==> config.mk <==
export PLATFORM = sky130hd
export DESIGN_NAME = data_run_list_decoder_unit
export DESIGN_NICKNAME = d
export VERILOG_FILES = /design/src/rtl/drld_pkg.sv /design/src/rtl/data_run_list_decoder_unit.sv
export SDC_FILE = /design/constraint.sdc
export NUM_CORES = 1
export LEC_CHECK = 0
export ABC_CLOCK_PERIOD_IN_PS = 9200
export BUFFER_PORTS_ARGS = -buffer_cell sky130_fd_sc_hd__buf_2
export CORE_MARGIN = 2
export CORE_UTILIZATION = 50
export DETAILED_ROUTE_END_ITERATION = 10
export PLACE_DENSITY = 0.71
export SYNTH_ARGS = -nofsm -noshare
export SYNTH_HDL_FRONTEND = slang
export SYNTH_SLANG_ARGS = --single-unit
==> constraint.sdc <==
create_clock -name clk -period 9.2 [get_ports clk]
set_input_delay 0 -clock clk [delete_from_list [all_inputs] [get_ports clk]]
set_output_delay 0 -clock clk [all_outputs]
set_load 0.03 [all_outputs]
==> src/rtl/drld_pkg.sv <==
package drld_pkg;

  localparam int BYTE_W    = 8;
  localparam int NIB_W     = 4;
  localparam int POS_W     = 3;
  localparam int CLUSTER_W = 64;
  localparam int COUNT_W   = 32;
  localparam int ERR_W     = 2;
  localparam int ADDR_W    = 3;
  localparam int DATA_W    = 32;

  localparam logic [NIB_W-1:0] MAX_LEN = 4'd8;

  typedef enum logic [2:0] {
    PH_HEADER = 3'b001,
    PH_COUNT  = 3'b010,
    PH_OFFSET = 3'b100
  } phase_t;

  typedef enum logic [ERR_W-1:0] {
    ERR_NONE     = 2'd0,
    ERR_ZERO_HDR = 2'd1,
    ERR_BAD_LEN  = 2'd2
  } err_t;

  localparam logic [ADDR_W-3:0] REG_CLUSTERS_NEEDED = 1'b0;

endpackage

==> src/rtl/data_run_list_decoder_unit.sv <==
// Run list decoder: turns a byte stream of run headers, counts and offsets
// into one result per complete run.
// Input channel (in_*): one run list byte per request, in_tuser marks the
// first byte of a new list and clears all running state before that byte.
// Output channel (out_*): tdata carries start cluster, clusters taken and map
// index; tlast flags the run that completes the map; tuser holds the error
// code (zero header before done, length nibble above eight).
// Config port (cfg_*): APB-style, clusters_needed at byte address 0. Write it
// only while no request is in flight.
// A result passes the input register, then the result register, after its
// last byte is accepted. Throughput: one byte per cycle while the receiver
// takes results, set by the single pass from the input register through the
// 64-bit cluster add into the result register.
// Reset clears the run state, the map count and clusters_needed; both
// channels come up empty. When the receiver stalls, the result register
// holds, the input register fills and in_tready drops; nothing is lost.
// Once the map is complete, header bytes are consumed without a result.
module data_run_list_decoder_unit
  import drld_pkg::*;
(
  input  logic                   clk,
  input  logic                   rst_n,
  // input stream
  input  logic                   in_tvalid,
  output logic                   in_tready,
  input  logic [BYTE_W-1:0]      in_tdata,   // [7:0] run_byte
  input  logic                   in_tuser,   // [0] list_start
  // result stream
  output logic                   out_tvalid,
  input  logic                   out_tready,
  // [63:0] run_start_cluster, [95:64] run_clusters, [127:96] map_index
  output logic [CLUSTER_W+2*COUNT_W-1:0] out_tdata,
  output logic                   out_tlast,  // final_run
  output logic [ERR_W-1:0]       out_tuser,  // [1:0] error_code
  // configuration
  input  logic                   cfg_psel,
  input  logic                   cfg_penable,
  input  logic                   cfg_pwrite,
  input  logic [ADDR_W-1:0]      cfg_paddr,
  input  logic [DATA_W-1:0]      cfg_pwdata,
  output logic [DATA_W-1:0]      cfg_prdata,
  output logic                   cfg_pready
);

  // configuration
  logic [COUNT_W-1:0] needed_r;

  assign cfg_pready = 1'b1;
  assign cfg_prdata = (cfg_paddr[ADDR_W-1:2] == REG_CLUSTERS_NEEDED) ? needed_r : '0;

  always_ff @(posedge clk) begin
    if (!rst_n) begin
      needed_r <= '0;
    end else if (cfg_psel && cfg_penable && cfg_pwrite && cfg_pready &&
                 cfg_paddr[ADDR_W-1:2] == REG_CLUSTERS_NEEDED) begin
      needed_r <= cfg_pwdata;
    end
  end

  // input register
  logic              in_valid_r;
  logic [BYTE_W-1:0] byte_r;
  logic              start_r;
  logic              advance;
  logic              proc;

  assign advance   = !out_tvalid || out_tready;
  assign in_tready = !in_valid_r || advance;
  assign proc      = in_valid_r && advance;

  always_ff @(posedge clk) begin
    if (!rst_n) begin
      in_valid_r <= 1'b0;
    end else if (in_tready) begin
      in_valid_r <= in_tvalid;
    end
  end

  always_ff @(posedge clk) begin
    if (in_tready && in_tvalid) begin
      byte_r  <= in_tdata;
      start_r <= in_tuser;
    end
  end

  // run state
  phase_t               phase_r, phase_nxt;
  logic [NIB_W-1:0]     cnt_left_r, cnt_left_nxt;
  logic [NIB_W-1:0]     off_left_r, off_left_nxt;
  logic [POS_W-1:0]     pos_r, pos_nxt;
  logic [CLUSTER_W-1:0] cacc_r, cacc_nxt;
  logic [CLUSTER_W-1:0] oacc_r, oacc_nxt;
  logic [CLUSTER_W-1:0] running_r, running_nxt;
  logic [COUNT_W-1:0]   mapped_r, mapped_nxt;

  // state as seen after an optional list start clear
  phase_t               cur_phase;
  logic [NIB_W-1:0]     cur_cnt_left, cur_off_left;
  logic [POS_W-1:0]     cur_pos;
  logic [CLUSTER_W-1:0] cur_cacc, cur_oacc, cur_running;
  logic [COUNT_W-1:0]   cur_mapped;

  logic [NIB_W-1:0]     cl, ol;
  logic [CLUSTER_W-1:0] shifted;
  logic [CLUSTER_W-1:0] sign_fill;
  logic [CLUSTER_W-1:0] fin_oacc;
  logic [NIB_W-1:0]     cnt_dec, off_dec;
  logic                 fin;
  logic                 err_en;
  err_t                 err_code;

  logic [CLUSTER_W-1:0] fin_running;
  logic [COUNT_W-1:0]   remaining, take, fin_mapped;

  assign cur_phase    = start_r ? PH_HEADER : phase_r;
  assign cur_cnt_left = start_r ? '0 : cnt_left_r;
  assign cur_off_left = start_r ? '0 : off_left_r;
  assign cur_pos      = start_r ? '0 : pos_r;
  assign cur_cacc     = start_r ? '0 : cacc_r;
  assign cur_oacc     = start_r ? '0 : oacc_r;
  assign cur_running  = start_r ? '0 : running_r;
  assign cur_mapped   = start_r ? '0 : mapped_r;

  assign cl        = byte_r[NIB_W-1:0];
  assign ol        = byte_r[BYTE_W-1:NIB_W];
  assign shifted   = {{(CLUSTER_W-BYTE_W){1'b0}}, byte_r} << {cur_pos, 3'b000};
  // sign fill above the top offset byte; no fill when it is the eighth byte
  assign sign_fill = (byte_r[BYTE_W-1] && cur_pos != {POS_W{1'b1}}) ?
                     ({CLUSTER_W{1'b1}} << ({1'b0, cur_pos, 3'b000} + 7'd8)) : '0;
  assign cnt_dec   = cur_cnt_left - 4'd1;
  assign off_dec   = cur_off_left - 4'd1;

  always_comb begin
    phase_nxt    = cur_phase;
    cnt_left_nxt = cur_cnt_left;
    off_left_nxt = cur_off_left;
    pos_nxt      = cur_pos;
    cacc_nxt     = cur_cacc;
    oacc_nxt     = cur_oacc;
    fin          = 1'b0;
    fin_oacc     = cur_oacc;
    err_en       = 1'b0;
    err_code     = ERR_NONE;
    case (cur_phase)
      PH_HEADER: begin
        if (cur_mapped < needed_r) begin
          if (byte_r == '0) begin
            err_en   = 1'b1;
            err_code = ERR_ZERO_HDR;
          end else if (cl > MAX_LEN || ol > MAX_LEN) begin
            err_en   = 1'b1;
            err_code = ERR_BAD_LEN;
          end else begin
            cnt_left_nxt = cl;
            off_left_nxt = ol;
            pos_nxt      = '0;
            cacc_nxt     = '0;
            oacc_nxt     = '0;
            phase_nxt    = (cl != '0) ? PH_COUNT : PH_OFFSET;
          end
        end
      end
      PH_COUNT: begin
        cacc_nxt     = cur_cacc | shifted;
        pos_nxt      = cur_pos + 3'd1;
        cnt_left_nxt = cnt_dec;
        if (cnt_dec == '0) begin
          pos_nxt = '0;
          if (cur_off_left == '0) begin
            fin = 1'b1;
          end else begin
            phase_nxt = PH_OFFSET;
          end
        end
      end
      PH_OFFSET: begin
        if (cur_off_left == '0) begin
          fin = 1'b1;
        end else begin
          oacc_nxt     = cur_oacc | shifted;
          pos_nxt      = cur_pos + 3'd1;
          off_left_nxt = off_dec;
          if (off_dec == '0) begin
            fin_oacc = cur_oacc | shifted | sign_fill;
            fin      = 1'b1;
          end
        end
      end
      default: begin
        phase_nxt = PH_HEADER;
      end
    endcase
  end

  // run completion: advance the cluster number and clip to the remaining need
  assign fin_running = cur_running + fin_oacc;
  assign remaining   = (needed_r > cur_mapped) ? (needed_r - cur_mapped) : '0;
  assign take        = (cacc_nxt < {{(CLUSTER_W-COUNT_W){1'b0}}, remaining}) ?
                       cacc_nxt[COUNT_W-1:0] : remaining;
  assign fin_mapped  = cur_mapped + take;
  assign running_nxt = fin ? fin_running : cur_running;
  assign mapped_nxt  = fin ? fin_mapped : cur_mapped;

  always_ff @(posedge clk) begin
    if (!rst_n) begin
      phase_r    <= PH_HEADER;
      cnt_left_r <= '0;
      off_left_r <= '0;
      pos_r      <= '0;
      cacc_r     <= '0;
      oacc_r     <= '0;
      running_r  <= '0;
      mapped_r   <= '0;
    end else if (proc) begin
      // a finished run clears the per-run state
      phase_r    <= fin ? PH_HEADER : phase_nxt;
      cnt_left_r <= fin ? '0 : cnt_left_nxt;
      off_left_r <= fin ? '0 : off_left_nxt;
      pos_r      <= fin ? '0 : pos_nxt;
      cacc_r     <= fin ? '0 : cacc_nxt;
      oacc_r     <= fin ? '0 : oacc_nxt;
      running_r  <= running_nxt;
      mapped_r   <= mapped_nxt;
    end
  end

  // result register
  logic                 out_valid_r;
  logic [CLUSTER_W-1:0] res_start_r;
  logic [COUNT_W-1:0]   res_clusters_r, res_index_r;
  logic                 res_final_r;
  logic [ERR_W-1:0]     res_err_r;

  always_ff @(posedge clk) begin
    if (!rst_n) begin
      out_valid_r <= 1'b0;
    end else if (advance) begin
      out_valid_r <= proc && (fin || err_en);
    end
  end

  always_ff @(posedge clk) begin
    if (proc) begin
      if (fin) begin
        res_start_r    <= fin_running;
        res_clusters_r <= take;
        res_index_r    <= cur_mapped;
        res_final_r    <= (fin_mapped >= needed_r);
        res_err_r      <= ERR_NONE;
      end else begin
        res_start_r    <= '0;
        res_clusters_r <= '0;
        res_index_r    <= '0;
        res_final_r    <= 1'b0;
        res_err_r      <= err_code;
      end
    end
  end

  assign out_tvalid = out_valid_r;
  assign out_tdata  = {res_index_r, res_clusters_r, res_start_r};
  assign out_tlast  = res_final_r;
  assign out_tuser  = res_err_r;

endmodule
# After elaboration in Yosys (flattened, before gate mapping)
# Cells that the tools add are included.
[classes]
order_cmp = 6
n_eq_ne = 4
n_reduce_logical = 20
n_bitwise = 6
n_mux = 65
n_addsub = 7
shift = 2
[op_table]
columns = ["op", "n"]
rows = [
  ["two-way mux 64 bit", 17],
  ["one-hot mux 64 bit (2 select lines)", 2],
  ["bitwise OR 64 bit", 3],
  ["two-way mux 32 bit", 5],
  ["adder 64 bit", 1],
  ["< comparator 64 x 32 -> 1 bit", 1],
  ["<< shifter 64 x 7 -> 64 bit, first input constant", 1],
  ["<< shifter 8 x 6 -> 64 bit", 1],
  ["two-way mux 3 bit", 15],
  ["two-way mux 4 bit", 11],
  ["adder 32 bit", 1],
  ["greater-or-equal comparator 32 bit", 1],
  ["greater-than comparator 32 bit", 1],
  ["< comparator 32 bit", 1],
  ["subtractor 32 bit", 1],
  ["one-hot mux 3 bit (3 select lines)", 2],
  ["one-hot mux 4 bit (2 select lines)", 2],
  ["zero test 4 bit", 3],
  ["two-way mux 1 bit", 9],
  ["greater-than comparator 4 bit, second input constant", 2],
  ["zero test 8 bit", 1],
  ["subtractor 4 x 1 -> 4 bit, second input constant", 2],
  ["adder 6 x 4 -> 7 bit, second input constant", 1],
  ["logical AND 1 bit", 7],
  ["other kinds (13)", 19],
]
[word_totals]
register_bits = 412
output_inout_bits = 166
input_bits = 51
elab_cells = 129

# Depth between registers and ports, before layout
[logic_depth]
ltp_word = 10
mapped_depth = 49
ltp_nobuf = 42

# Worst setup path before layout
# Ideal clock, no wire load.
[synth_timing]
path_kind = "register -> register"
start = "reg start_r"
end = "reg res_final_r (netlist: out_tlast), data pin"
arrival_time_ns = 8.905
n_path_buf = 6
t_required_ns = 8.931
path_stages_with_launch = 47
setup_time_ns = 0.269
setup_slack_ns = 0.026
synth_period_minus_slack_ns = 9.174
path_cell_list = "edfxtp_1 > buf_2 > buf_2 > buf_1 > clkbuf_1 > nor2b_1 > ha_1 > inv_1 > fa_1 > a211oi_1 > o21ai_1 > a32oi_2 > a211oi_1 > o41ai_1 > o221ai_1 > a21oi_1 > mux2_2 > ha_1 > [11 not listed] > o21a_1 > o21ai_0 > a211oi_1 > nor2b_1 > o21ai_0 > a21o_1 > a21oi_1 > xnor2_1 > ha_1 > a21o_1 > a21oi_1 > nor2b_1 > o21ai_0 > nand2b_1 > a21oi_1 > or2_2 > a41o_1 > a21oi_1"
[synth_between]
elab_cells_between_ends = 33
cone_classes = "add/sub: 4; order compare: 4; eq/ne: 3; shift: 1; mux: 17; bitwise: 1; reduce/logical: 3"
[synth_rtl]
columns = ["item", "line", "source"]
rows = [
  ["from (decl)", "data_run_list_decoder_unit.sv:63", "logic start_r;"],
  ["from (signal assigned)", "data_run_list_decoder_unit.sv:82", "start_r <= in_tuser;"],
  ["two-way mux 32 bit (*)", "data_run_list_decoder_unit.sv:122", "assign cur_mapped = start_r ? '0 : mapped_r;"],
  ["named net cur_mapped[0]", "data_run_list_decoder_unit.sv:101", "logic [COUNT_W-1:0] cur_mapped;"],
  ["< comparator 32 bit", "data_run_list_decoder_unit.sv:146", "if (cur_mapped < needed_r) begin"],
  ["two-way mux 64 bit", "data_run_list_decoder_unit.sv:146", ""],
  ["one-hot mux 64 bit (2 select lines)", "data_run_list_decoder_unit.sv:144", "case (cur_phase)"],
  ["< comparator 64 x 32 -> 1 bit", "data_run_list_decoder_unit.sv:198", "assign take = (cacc_nxt < {{(CLUSTER_W-COUNT_W){1'b0}}, remaining}) ?"],
  ["two-way mux 32 bit", "data_run_list_decoder_unit.sv:198", ""],
  ["adder 32 bit (*)", "data_run_list_decoder_unit.sv:200", "assign fin_mapped = cur_mapped + take;"],
  ["greater-or-equal comparator 32 bit (*)", "data_run_list_decoder_unit.sv:248", "res_final_r <= (fin_mapped >= needed_r);"],
  ["to (signal assigned)", "data_run_list_decoder_unit.sv:248", ""],
  ["to (decl)", "data_run_list_decoder_unit.sv:231", "logic res_final_r;"],
]
# The timed path passes the listed nets; every way through them passes the cells marked *.
# A chain may end at the register's enable or synchronous reset.

# Worst setup path in the final report
[layout_timing]
start = "reg start_r"
end = "reg res_final_r (netlist: out_tlast), data pin"
[layout_between]
elab_chain_len = 9
elab_cells_between_ends = 33
cone_classes = "add/sub: 4; order compare: 4; eq/ne: 3; shift: 1; mux: 17; bitwise: 1; reduce/logical: 3"
[layout_lines]
columns = ["item", "line", "source"]
rows = [
  ["parallel branches: the longest is 6 deep, another holds < comparator 64 x 32 -> 1 bit", "--", ""],
  ["two-way mux 32 bit (*)", "data_run_list_decoder_unit.sv:198", ""],
  ["named net take[11]", "data_run_list_decoder_unit.sv:113", "logic [COUNT_W-1:0] remaining, take, fin_mapped;"],
  ["adder 32 bit (*)", "data_run_list_decoder_unit.sv:200", ""],
  ["greater-or-equal comparator 32 bit (*)", "data_run_list_decoder_unit.sv:248", ""],
]
# Mark *: on every way through the listed nets, which the timed path passes.

==> results.ini <==
[critical_path]
max_stage_delay_ns=0.43
crit_type=flip-flop to flip-flop
r2r_end=out_tlast
endpoint_kind=flip-flop
critPathRequiredTime_ns=9.65
arrival_ns=9.50
rr_worst_depth=42
start_kind=flip-flop
cp_max_fo=9
rrSetupSlack_ns=0.15
crit_top_cell=buf_4
crit_path_top_delay_cell=edfxtp_1
worst_r2r_startpoint=start_r

[logic_synthesis]
yosysUniqueCellTypes=89
async_reset_ff_share_pct=0
yosysWarnings=0
synth_area_per_cell_um2=8.68
synth_seq_cells=412
synth-edff-count=140
synth_ff_type=dfxtp_1
synth_seq_area_share_pct=36.0
syn_area_mm2=0.0268
mappedNetlistNets=3338
syn_inst=3087

[placement]
pre_cts_ws_ns=-0.230
placedCellCount=3931
place_area_mm2=0.0291
port_buffers=213
place_hpwl_um=57400
gp_congestion=0.989

[timing]
hold_viol_final=0
fmax_mhz=111
skew_ns=0.0195
setup_ws_ns=0.151
drv_slew=0
whs_ns=0.0595
slew_headroom_pct=12.1
finalCritPeriodShare_pct=98.4
tns_ns=0
setup_viol=0
worst_pin_slew_ns=1.32
period_needed_ns=9.05

[pwr]
p_leak_nw=13.0
p_per_area_mw_per_mm2=151
power_mw=4.86
peakVddDrop_mv=0.177

[min_path]
hold_depth=5
min_path_type=primary input to flip-flop
hold_start=cfg_penable
holdPathEnd=needed_r[5]

[clock_tree]
clkSlewWorstSetupHoldPaths_ns=0.06
cts.path.max_buffers=3
cts_made_buffers=46
clock_sinks=412
cts_tree=yes
clock_latency_ns=0.60
htree_levels=2
root_buffer=clkbuf_16

[final_layout]
final_area_mm2=0.0321
stdcell_count=4089
fin_nets=3615
num-fill-cells=4539
diodes=0
drive_above_1_share_pct=18.1
areaGrowthSynthToFinish_pct=19.8
fin_util_pct=60.8

[routing]
drc=0
via_per_inst=6.09
routedWlPerCell_um=20.4
vias=24919
drtIter0Drc=2445
routed_wirelength_um=83200
drt_pass1_iterations=6
ant_nets=0

[global_routing]
grt_max_degree=125
grt_first_pass_wirelength_um=130000
grt.overflow.total=0
antenna_found_initial=2
grt_pass1_vias=23769
grt_usage_pct=28.7

[floorplan]
fp.dieH_um=235
dieArea_mm2=0.0554
rows=84
initial_core_util_pct=50.8
pin_count=217
core_area_mm2=0.0528
die_w_um=235

[run_status]
outcome=finished clean

[flow_run]
cap_violations=0

## synth_stat cells, types with 7 or more instances
library cell,count,share of area (%)
o211ai_1,18,0.50
edfxtp_1,140,16
nor2b_1,267,6.2
ha_1,197,9.2
a211oi_1,18,0.50
buf_2,30,0.56
o21a_1,25,0.70
or3_1,10,0.23
o21bai_1,26,0.73
a21oi_1,226,4.2
clkbuf_1,162,2.3
nand2_1,262,3.7
o21ai_0,101,1.9
o31a_1,7,0.23
nand3_1,55,1.0
a21oi_2,7,0.23
a21boi_0,37,1.0
a32oi_1,82,2.7
a31oi_1,13,0.30
dfxtp_1,272,20
nand2b_1,15,0.35
or2_2,9,0.21
o2bb2ai_1,58,1.9
o22ai_1,8,0.19
a32o_1,22,0.82
xnor2_1,85,2.8
nor4_1,14,0.33
nor2_1,214,3.0
a22oi_1,100,2.8
nand4_1,38,0.89
mux2_2,8,0.34
mux2i_1,11,0.41
o21ai_1,15,0.28
and3_1,21,0.49
nor3_1,40,0.75
a221oi_1,8,0.26
xor2_1,33,1.1
inv_1,130,1.8
a22o_1,36,1.2
a21o_1,60,1.7
and2_1,79,1.8
buf_1,14,0.20
a211o_1,11,0.36
## logic make-up after synthesis
family                     after synthesis  share of synthesized area, %
and+or+nand+nor                       1051                          19.9
AOI/OAI and AO/OA                      941                          24.8
DFF                                    412                          36.0
buffers and inverters                  345                          5.16
adders and majority gates              200                          9.43
xor gates and xnor gates               118                          3.86
muxes                                   19                         0.747
other                                    1                        0.0140
## per-layer routing
metal | share of wire, % | GRT usage [%] | vias up
met5 | 0 | 0 | -
met4 | 3.2 | 10.1 | 0
met3 | 7.7 | 4.35 | 169
met2 | 44 | 44.7 | 1042
met1 | 45 | 40.5 | 11925
li1 | - | - | 11783
## worst max path at each step
stage	startpoint	endpoint	slack [ns]	cells past startpoint
after floorplan	start_r	out_tlast	0.03	46
after global placement	start_r	out_tlast	0.003	45
after detailed placement	start_r	out_tlast	-0.23	40
after CTS	start_r	out_tlast	0.05	43
after global routing	start_r	out_tlast	-0.08	42
final	start_r	out_tlast	0.15	42
## power by group
| group | internal [mW] | leakage [nW] | total (mW) | switching [mW] |
|---|---|---|---|---|
| clock | 1.21 | 0.813 | 2.01 | 0.797 |
| combinational | 0.375 | 8.69 | 0.927 | 0.552 |
| sequential | 1.91 | 3.53 | 1.92 | 0.0129 |
| total | 3.50 | 13.0 | 4.86 | 1.36 |
## critical path: cells and delay by family (launching register included)
kind / cells / cell delay, ns
and+or+nand+nor: 12 / 2.32
AOI/OAI and AO/OA: 14 / 2.61
adders and majority gates: 4 / 1.31
xor gates and xnor gates: 1 / 0.16
DFF: 1 / 0.43
buffers and inverters: 9 / 1.37
muxes: 2 / 0.66
## flip-flops by register name, indices dropped and copies added, names as in the netlist
signal and count:
byte_r 8, cacc_r 64, cnt_left_r 4, in_valid_r 1, mapped_r 32, needed_r 32, oacc_r 64, off_left_r 4
out_tlast 1, out_tuser 2, out_tvalid 1, phase_r 3, pos_r 3, res_clusters_r 32, res_index_r 32, res_start_r 64
running_r 64, start_r 1
## layout by cell type, fill, tap and decap left out, types with 78 or more instances in the layout
cell / count
xnor2_1: 83
ha_1: 181
buf_4: 173
a21oi_1: 214
nor2b_1: 265
inv_1: 130
and2_1: 78
a22oi_1: 100
dfxtp_1: 272
nand2_1: 256
a32oi_1: 81
nor2_1: 209
o21ai_0: 85
buf_2: 212
edfxtp_1: 140
## repair_timing
| action | CTS | global route |
|---|---|---|
| hold buffers | 45 | 0 |
| gates resized for setup | 7 | 111 |
| setup buffers | 0 | 23 |
| gates cloned | 0 | 5 |
| setup endpoints to repair | 1 | 1 |
| endpoints found under the hold margin | 78 | 0 |
| pin swaps | 2 | 38 |
## layout make-up
type | instances | area [um^2] | share of cell area, %
Inverter | 132 | 505 | 1.57
Multi-Input combinational cell | 2330 | 16400 | 51.0
Sequential cell | 412 | 9650 | 30.1
Clock inverter | 18 | 239 | 0.745
Clock buffer | 67 | 1420 | 4.41
Tap cell | 688 | 861 | 2.68
Timing Repair Buffer | 442 | 3050 | 9.50
Power figures use the tool's default switching activity.
